File: src/hdl/esc_pkg.sv
// ----------------------------------------------------------------------------
// esc_pkg - shared constants for the epoch seconds to calendar converter
// Widths, period lengths in seconds and the month length table.
// ----------------------------------------------------------------------------
package esc_pkg;

  localparam int unsigned EPOCH_W = 32;
  localparam int unsigned YEAR_W  = 12;
  localparam int unsigned ALU_W   = 33;

  localparam logic [YEAR_W-1:0] EPOCH_YEAR   = 12'd1970;
  localparam logic [6:0]        EPOCH_MOD100 = 7'd70;
  localparam logic [8:0]        EPOCH_MOD400 = 9'd370;

  localparam logic [EPOCH_W-1:0] SECS_MINUTE    = 32'd60;
  localparam logic [EPOCH_W-1:0] SECS_HOUR      = 32'd3600;
  localparam logic [EPOCH_W-1:0] SECS_DAY       = 32'd86400;
  localparam logic [EPOCH_W-1:0] SECS_YEAR      = 32'd31536000;
  localparam logic [EPOCH_W-1:0] SECS_LEAP_YEAR = 32'd31622400;

  // Thursday, 1970-01-01, counted from Sunday as zero
  localparam logic [2:0] EPOCH_WDAY = 3'd4;
  localparam logic [3:0] WEEK_DAYS  = 4'd7;

  localparam logic [3:0] MONTH_FEB = 4'd2;
  localparam logic [3:0] MONTH_DEC = 4'd12;

  // Days in a month, February lengthened in leap years
  function automatic logic [4:0] month_days(input logic [3:0] month, input logic leap);
    logic [4:0] len;
    case (month)
      4'd1:      len = 5'd31;
      MONTH_FEB: len = leap ? 5'd29 : 5'd28;
      4'd3:      len = 5'd31;
      4'd4:      len = 5'd30;
      4'd5:      len = 5'd31;
      4'd6:      len = 5'd30;
      4'd7:      len = 5'd31;
      4'd8:      len = 5'd31;
      4'd9:      len = 5'd30;
      4'd10:     len = 5'd31;
      4'd11:     len = 5'd30;
      default:   len = 5'd31;
    endcase
    return len;
  endfunction

  // Seconds in a month of the given length in days
  function automatic logic [EPOCH_W-1:0] month_secs(input logic [4:0] len);
    logic [EPOCH_W-1:0] secs;
    case (len)
      5'd28:   secs = 32'd2419200;
      5'd29:   secs = 32'd2505600;
      5'd30:   secs = 32'd2592000;
      default: secs = 32'd2678400;
    endcase
    return secs;
  endfunction

endpackage

File: src/hdl/epoch_seconds_to_calendar.sv
// ----------------------------------------------------------------------------
// epoch_seconds_to_calendar - Unix seconds to Gregorian date and time
// Iterative converter built around one shared 33-bit subtract/compare unit.
// ----------------------------------------------------------------------------
// One transaction in carries an unsigned 32-bit count of seconds since
// 1970-01-01 00:00:00; one transaction out carries second, minute, hour,
// weekday (1 Sunday .. 7 Saturday), day of month, month and year. The block
// takes one conversion at a time: in_tready is high only while the sequencer
// is idle. All of the work runs through a single subtractor that peels whole
// periods off the seconds count: years stepped from 1970, then months stepped
// from January, then whole days, hours and minutes, with a closing step at
// the end of each search. The weekday advances alongside by each period's
// length modulo 7. The time taken grows with the year, month, day of month,
// hour and minute of the result. A new input transaction is taken only once
// the sequencer has returned to idle after posting the result. A finished
// result waits in the output register; a conversion that finishes while the
// previous result is still held parks in its last step until the output
// register frees up.
module epoch_seconds_to_calendar
  import esc_pkg::*;
(
  input  logic        clk,
  input  logic        rst_n,
  input  logic        in_tvalid,
  output logic        in_tready,
  input  logic [31:0] in_tdata,   // [31:0] epoch_seconds
  output logic        out_tvalid,
  input  logic        out_tready,
  output logic [47:0] out_tdata   // [5:0] second_of_minute, [11:6] minute_of_hour,
                                  // [16:12] hour_of_day, [19:17] weekday,
                                  // [24:20] day_of_month, [28:25] month_number,
                                  // [40:29] year_number, [47:41] zero
);

  typedef enum logic [2:0] {
    ST_IDLE,
    ST_YEAR,
    ST_MONTH,
    ST_DAY,
    ST_HOUR,
    ST_MIN,
    ST_HOLD
  } state_t;

  state_t              state_r,  state_nxt;
  logic [EPOCH_W-1:0]  rem_r,    rem_nxt;    // seconds not yet stepped off
  logic [YEAR_W-1:0]   year_r,   year_nxt;
  logic [6:0]          c100_r,   c100_nxt;
  logic [8:0]          c400_r,   c400_nxt;
  logic [3:0]          month_r,  month_nxt;
  logic [4:0]          mday_r,   mday_nxt;   // whole days within the month
  logic [4:0]          hour_r,   hour_nxt;
  logic [5:0]          min_r,    min_nxt;
  logic [2:0]          wday_r,   wday_nxt;   // 0 Sunday .. 6 Saturday
  logic                ovld_r,   ovld_nxt;
  logic [47:0]         odata_r,  odata_nxt;

  // Shared subtract/compare unit
  logic [EPOCH_W-1:0] alu_b;
  logic [ALU_W-1:0]   alu_diff;
  logic               alu_ge;

  logic               leap;
  logic [4:0]         mlen;
  logic [1:0]         wday_inc;
  logic [3:0]         wday_sum;
  logic [2:0]         wday_step;
  logic               out_free;

  assign leap     = (c400_r == 9'd0) || ((c100_r != 7'd0) && (year_r[1:0] == 2'b00));
  assign mlen     = month_days(month_r, leap);
  assign out_free = !ovld_r || out_tready;

  // Operand select: the period being stepped off and its length modulo 7
  always_comb begin
    case (state_r)
      ST_YEAR: begin
        alu_b    = leap ? SECS_LEAP_YEAR : SECS_YEAR;
        wday_inc = leap ? 2'd2 : 2'd1;
      end
      ST_MONTH: begin
        alu_b    = month_secs(mlen);
        // 28..31 days leave 0..3 modulo 7
        wday_inc = mlen[1:0];
      end
      ST_DAY: begin
        alu_b    = SECS_DAY;
        wday_inc = 2'd1;
      end
      ST_HOUR: begin
        alu_b    = SECS_HOUR;
        wday_inc = 2'd0;
      end
      default: begin
        alu_b    = SECS_MINUTE;
        wday_inc = 2'd0;
      end
    endcase
  end

  assign alu_diff = {1'b0, rem_r} - {1'b0, alu_b};
  assign alu_ge   = !alu_diff[ALU_W-1];

  // Advance the weekday modulo 7
  assign wday_sum  = {1'b0, wday_r} + {2'b00, wday_inc};
  assign wday_step = (wday_sum >= WEEK_DAYS) ? 3'(wday_sum - WEEK_DAYS) : wday_sum[2:0];

  always_comb begin
    state_nxt = state_r;
    rem_nxt   = rem_r;
    year_nxt  = year_r;
    c100_nxt  = c100_r;
    c400_nxt  = c400_r;
    month_nxt = month_r;
    mday_nxt  = mday_r;
    hour_nxt  = hour_r;
    min_nxt   = min_r;
    wday_nxt  = wday_r;
    ovld_nxt  = ovld_r;
    odata_nxt = odata_r;

    // drop the posted result once taken
    if (ovld_r && out_tready) begin
      ovld_nxt = 1'b0;
    end

    case (state_r)
      ST_IDLE: begin
        if (in_tvalid) begin
          state_nxt = ST_YEAR;
          rem_nxt   = in_tdata;
          year_nxt  = EPOCH_YEAR;
          c100_nxt  = EPOCH_MOD100;
          c400_nxt  = EPOCH_MOD400;
          wday_nxt  = EPOCH_WDAY;
        end
      end

      ST_YEAR: begin
        if (alu_ge) begin
          rem_nxt  = alu_diff[EPOCH_W-1:0];
          year_nxt = year_r + 12'd1;
          c100_nxt = (c100_r == 7'd99)  ? 7'd0 : c100_r + 7'd1;
          c400_nxt = (c400_r == 9'd399) ? 9'd0 : c400_r + 9'd1;
          wday_nxt = wday_step;
        end else begin
          state_nxt = ST_MONTH;
          month_nxt = 4'd1;
        end
      end

      ST_MONTH: begin
        // December takes whatever remains
        if (!alu_ge || (month_r == MONTH_DEC)) begin
          state_nxt = ST_DAY;
          mday_nxt  = 5'd0;
        end else begin
          rem_nxt   = alu_diff[EPOCH_W-1:0];
          month_nxt = month_r + 4'd1;
          wday_nxt  = wday_step;
        end
      end

      ST_DAY: begin
        if (alu_ge) begin
          rem_nxt  = alu_diff[EPOCH_W-1:0];
          mday_nxt = mday_r + 5'd1;
          wday_nxt = wday_step;
        end else begin
          state_nxt = ST_HOUR;
          hour_nxt  = 5'd0;
        end
      end

      ST_HOUR: begin
        if (alu_ge) begin
          rem_nxt  = alu_diff[EPOCH_W-1:0];
          hour_nxt = hour_r + 5'd1;
        end else begin
          state_nxt = ST_MIN;
          min_nxt   = 6'd0;
        end
      end

      ST_MIN: begin
        if (alu_ge) begin
          rem_nxt = alu_diff[EPOCH_W-1:0];
          min_nxt = min_r + 6'd1;
        end else begin
          state_nxt = ST_HOLD;
        end
      end

      ST_HOLD: begin
        // hold until the output register is free; the remainder is the second
        if (out_free) begin
          ovld_nxt  = 1'b1;
          odata_nxt = {7'd0, year_r, month_r, mday_r + 5'd1, wday_r + 3'd1,
                       hour_r, min_r, rem_r[5:0]};
          state_nxt = ST_IDLE;
        end
      end

      default: begin
        state_nxt = ST_IDLE;
      end
    endcase
  end

  always_ff @(posedge clk) begin
    if (!rst_n) begin
      state_r <= ST_IDLE;
      ovld_r  <= 1'b0;
    end else begin
      state_r <= state_nxt;
      ovld_r  <= ovld_nxt;
    end
    rem_r   <= rem_nxt;
    year_r  <= year_nxt;
    c100_r  <= c100_nxt;
    c400_r  <= c400_nxt;
    month_r <= month_nxt;
    mday_r  <= mday_nxt;
    hour_r  <= hour_nxt;
    min_r   <= min_nxt;
    wday_r  <= wday_nxt;
    odata_r <= odata_nxt;
  end

  assign in_tready  = (state_r == ST_IDLE);
  assign out_tvalid = ovld_r;
  assign out_tdata  = odata_r;

`ifndef SYNTHESIS
  // minute stepping starts below one hour of remaining seconds
  a_min_range: assert property (@(posedge clk) disable iff (!rst_n)
    (state_r == ST_MIN) |-> (rem_r < SECS_HOUR))
    else $error("minute remainder out of range");

  // month stepping stays within January..December
  a_month_range: assert property (@(posedge clk) disable iff (!rst_n)
    (state_r == ST_MONTH) |-> ((month_r >= 4'd1) && (month_r <= MONTH_DEC)))
    else $error("month counter out of range");

  // posted time-of-day and weekday fields are in range
  a_out_range: assert property (@(posedge clk) disable iff (!rst_n)
    out_tvalid |-> ((out_tdata[5:0] < 6'd60) && (out_tdata[11:6] < 6'd60) &&
                    (out_tdata[16:12] < 5'd24) && (out_tdata[19:17] != 3'd0)))
    else $error("result field out of range");

  // a posted result is never overwritten before it is taken
  a_no_overwrite: assert property (@(posedge clk) disable iff (!rst_n)
    (out_tvalid && !out_tready) |=> (out_tvalid && $stable(out_tdata)))
    else $error("pending result lost");
`endif

endmodule

File: config.mk
export PLATFORM = sky130hd
export DESIGN_NAME = epoch_seconds_to_calendar
export DESIGN_NICKNAME = d
export VERILOG_FILES = /design/src/hdl/esc_pkg.sv /design/src/hdl/epoch_seconds_to_calendar.sv
export SDC_FILE = /design/constraint.sdc
export NUM_CORES = 1
export LEC_CHECK = 0
export BUFFER_PORTS_ARGS = -buffer_cell sky130_fd_sc_hd__buf_2
export CELL_PAD_IN_SITES_DETAIL_PLACEMENT = 1
export CELL_PAD_IN_SITES_GLOBAL_PLACEMENT = 1
export CORE_MARGIN = 8
export CORE_UTILIZATION = 47
export DETAILED_ROUTE_END_ITERATION = 8
export GPL_TIMING_DRIVEN = 0
export PLACE_DENSITY_LB_ADDON = 0.08
export SYNTH_ARGS = -nofsm -noshare
export SYNTH_HDL_FRONTEND = slang
export SYNTH_SLANG_ARGS = --single-unit
File: constraint.sdc
create_clock -name clk -period 8 [get_ports clk]
set_input_delay 0 -clock clk [delete_from_list [all_inputs] [get_ports clk]]
set_output_delay 0 -clock clk [all_outputs]
set_load 0.1 [all_outputs]
==> flow_summary.toml <==
[global_routing]
antenna_found_initial = 0
grt_use_total = 0.205
grt_pass1_wl_um = 32600
grt_overflow = 0
first_global_vias = 6472
grt_start_max_net_pins = 21

[clock_tree]
cts-resized-gates = 0
clk_latency_ns = 0.42
cts_buffers = 17
cts_sinks = 128
clk_transition_reported_paths_ns = 0.06
cts_buffer_depth = 2
root_buffer = "clkbuf_16"
cts_tree = "done"
htree_levels = 4

[setup_path]
crit_path_end_kind = "flop"
path_max_fanout = 20
worstSetupPathType = "reg2reg"
worstPathRequired_ns = 8.13
r2r_start = "c400_r[4]$_SDFFCE_PN1P_"
start_kind = "flop"
cp-startpoint = "c400_r[4]$_SDFFCE_PN1P_"
crit_arrival_ns = 5.37

[power]
share_comb_of_total_power = 0.215
p_seq_frac = 0.398
p_clk_frac = 0.387
ir_drop_mv = 0.150
powerDensity_nw_per_um2 = 225
p_sw_frac = 0.303
p_int_uw = 1430
p_sw_uw = 622
p_total_uw = 2050
p_leak_uw = 0.00358

[floorplan]
core-area_sq_um = 15700
fp.dieH_um = 142
num_io_pins = 86
die_w_um = 142
start_util = 0.474
die-area_sq_um = 20100
rows = 46

[timing]
fin_skew_ns = 0.00563
min_period_ns = 5.24
fmax_ghz = 0.191
drv_slew = 0
tightest_slew_ns = 0.830
slew_headroom = 0.446
tns_ns = 0
period_share = 0.655
layout_setup_ws_ns = 2.76
hold_viol = 0
setup_violations = 0
rsz0062_at_grt = "no"

[layout]
syn2layout_area_growth_pct = 23.2
nets = 921
fillers = 1735
insertedDiodeCount = 0
layout-drive-gt1-share = 0.180

[worst_hold_path]
hp-class = "in2reg"
hp-start = "out_tready"

[routing]
ant_nets = 0
wl_um = 19600
first_iter_violations = 285
post_drt_wl_per_cell_um = 18.3
dr.pass1.iters = 4
via_per_inst = 5.48
drc_errors = 0
vias = 5866

[yosys]
yosysUniqueCellTypes = 68
yosysSeqAreaShare = 0.513
synth_top_cell_by_area = "edfxtp_1"
async_flop_share = 0
ys_warn_count = 0
postSynthCellCount = 699
synth_area_leaders = "edfxtp_1 (50%), ha_1 (7.1%), nand2_1 (3.7%)"
synthesis.area_sq_um = 7420
syn_area_per_cell_sq_um = 10.6
yosys.area.top_type_share = 0.502
synth_flop_cell = "edfxtp_1"
synth.most_common_cell = "edfxtp_1"
netlist_top_cells_count = "edfxtp_1 (124), nand2_1 (73), nor2_1 (61), o21ai_0 (50), ha_1 (42)"
ys_seq_elements = 128
synth_edf_count = 124

[flow_run]
max_cap_viol_count = 0

[placed_design]
dp_hpwl_um = 14200
dp_slack_ns = 2.78
port_buffers = 78
gp_congestion = 0.901

[status]
status = "finished, final reports clean"
## critical path: stages (launching register included)
cell and delay (ns):
edfxtp_1 0.37, clkbuf_2 0.18, nor4_1 0.32, and4b_1 0.27
a21oi_1 0.12, nand2_1 0.11, nand2_1 0.05, o21ai_0 0.41
ha_1 0.37, inv_1 0.07, o21ai_0 0.10, ha_1 0.47
nand2_1 0.10, o21ai_1 0.29, nor2_1 0.12, o22ai_1 0.26
a31oi_2 0.19, or2_2 0.37, o221ai_4 0.50, buf_16 0.24
## power by group through the flow
stage	clock network [uW]	logic [uW]	registers (uW)
floorplan	0	319	824
global placement	0	402	832
detailed placement	0	424	832
CTS	805	442	818
global route	829	491	824
finish	794	442	818
## stage by stage
| step | instances | util | hold WS [ns] | cell area (sq um) |
|---|---|---|---|---|
| floorplan | 705 | - | 0.122 | 7440 |
| global placement | 999 | 0.518 | 0.276 | 8100 |
| detailed placement | 1004 | 0.524 | 0.286 | 8200 |
| CTS | 1070 | 0.584 | 0.118 | 9140 |
| global route | 1070 | 0.584 | 0.176 | 9140 |
| finish | 1070 | 0.584 | 0.150 | 9140 |
## sequential cells by signal, summed over array words and instances, names as in the netlist, 5 cells and up
signal	cells
out_tdata	41
year_r	12
hour_r	5
c100_r	7
rem_r	32
c400_r	9
mday_r	5
min_r	6
## layer usage
| metal | up-vias | GRT usage | wire, um |
|---|---|---|---|
| met2 | 108 | 0.379 | 10400 |
| li1 | 2837 | - | - |
| met3 | 32 | 0.0333 | 627 |
| met5 | - | 0 | 0 |
| met1 | 2889 | 0.231 | 8250 |
| met4 | 0 | 0.0814 | 355 |
## cells in the final DEF (no fill, tap or decap), types with 10 or more instances in the layout
| cell | count |
|---|---|
| xnor2_1 | 25 |
| xor2_1 | 24 |
| a21oi_1 | 41 |
| edfxtp_1 | 124 |
| nand2b_1 | 10 |
| and3_1 | 16 |
| nor3_1 | 12 |
| nand2_1 | 73 |
| nor2_1 | 61 |
| clkbuf_16 | 17 |
| buf_2 | 80 |
| o21ai_0 | 49 |
| dlygate4sd3_1 | 34 |
| inv_1 | 27 |
| nand3_1 | 30 |
| ha_1 | 42 |
| clkbuf_1 | 13 |
## area by class of cell
type                       count  area (sq um)  share of cell area
clock inverter                15           171              0.0188
multi-input combinational    520          3370               0.369
inverter                      27           101              0.0111
sequential                   128          3800               0.416
clock buffer                  17           425              0.0465
timing repair buffer         117           803              0.0879
tap                          216           270              0.0296
buffer                        30           194              0.0212
## timing repair
| action | in CTS | in global routing |
|---|---|---|
| hold endpoints to repair | 36 | 0 |
| buffers inserted | 0 | 0 |
| hold buffers | 34 | 0 |
## final timing paths
check,endpoint,slack [ns],cells after the start
max,rem_r[23]$_DFFE_PP_,2.76,19
min,out_tvalid$_SDFF_PN0_,0.15,4
max reg2reg,rem_r[23]$_DFFE_PP_,2.76,19
min reg2reg,out_tdata[0]$_DFFE_PP_,0.43,0
## logic make-up after synthesis
logic type,after synthesis,synth area share
other,1,0.000505
buffers and inverters,57,0.0398
xor gates and xnor gates,49,0.0578
DFF,128,0.513
and+or+nand+nor,252,0.166
AOI/OAI and AO/OA,164,0.142
muxes,4,0.00540
adders and majority gates,44,0.0762
Power figures use the tool's default switching activity.
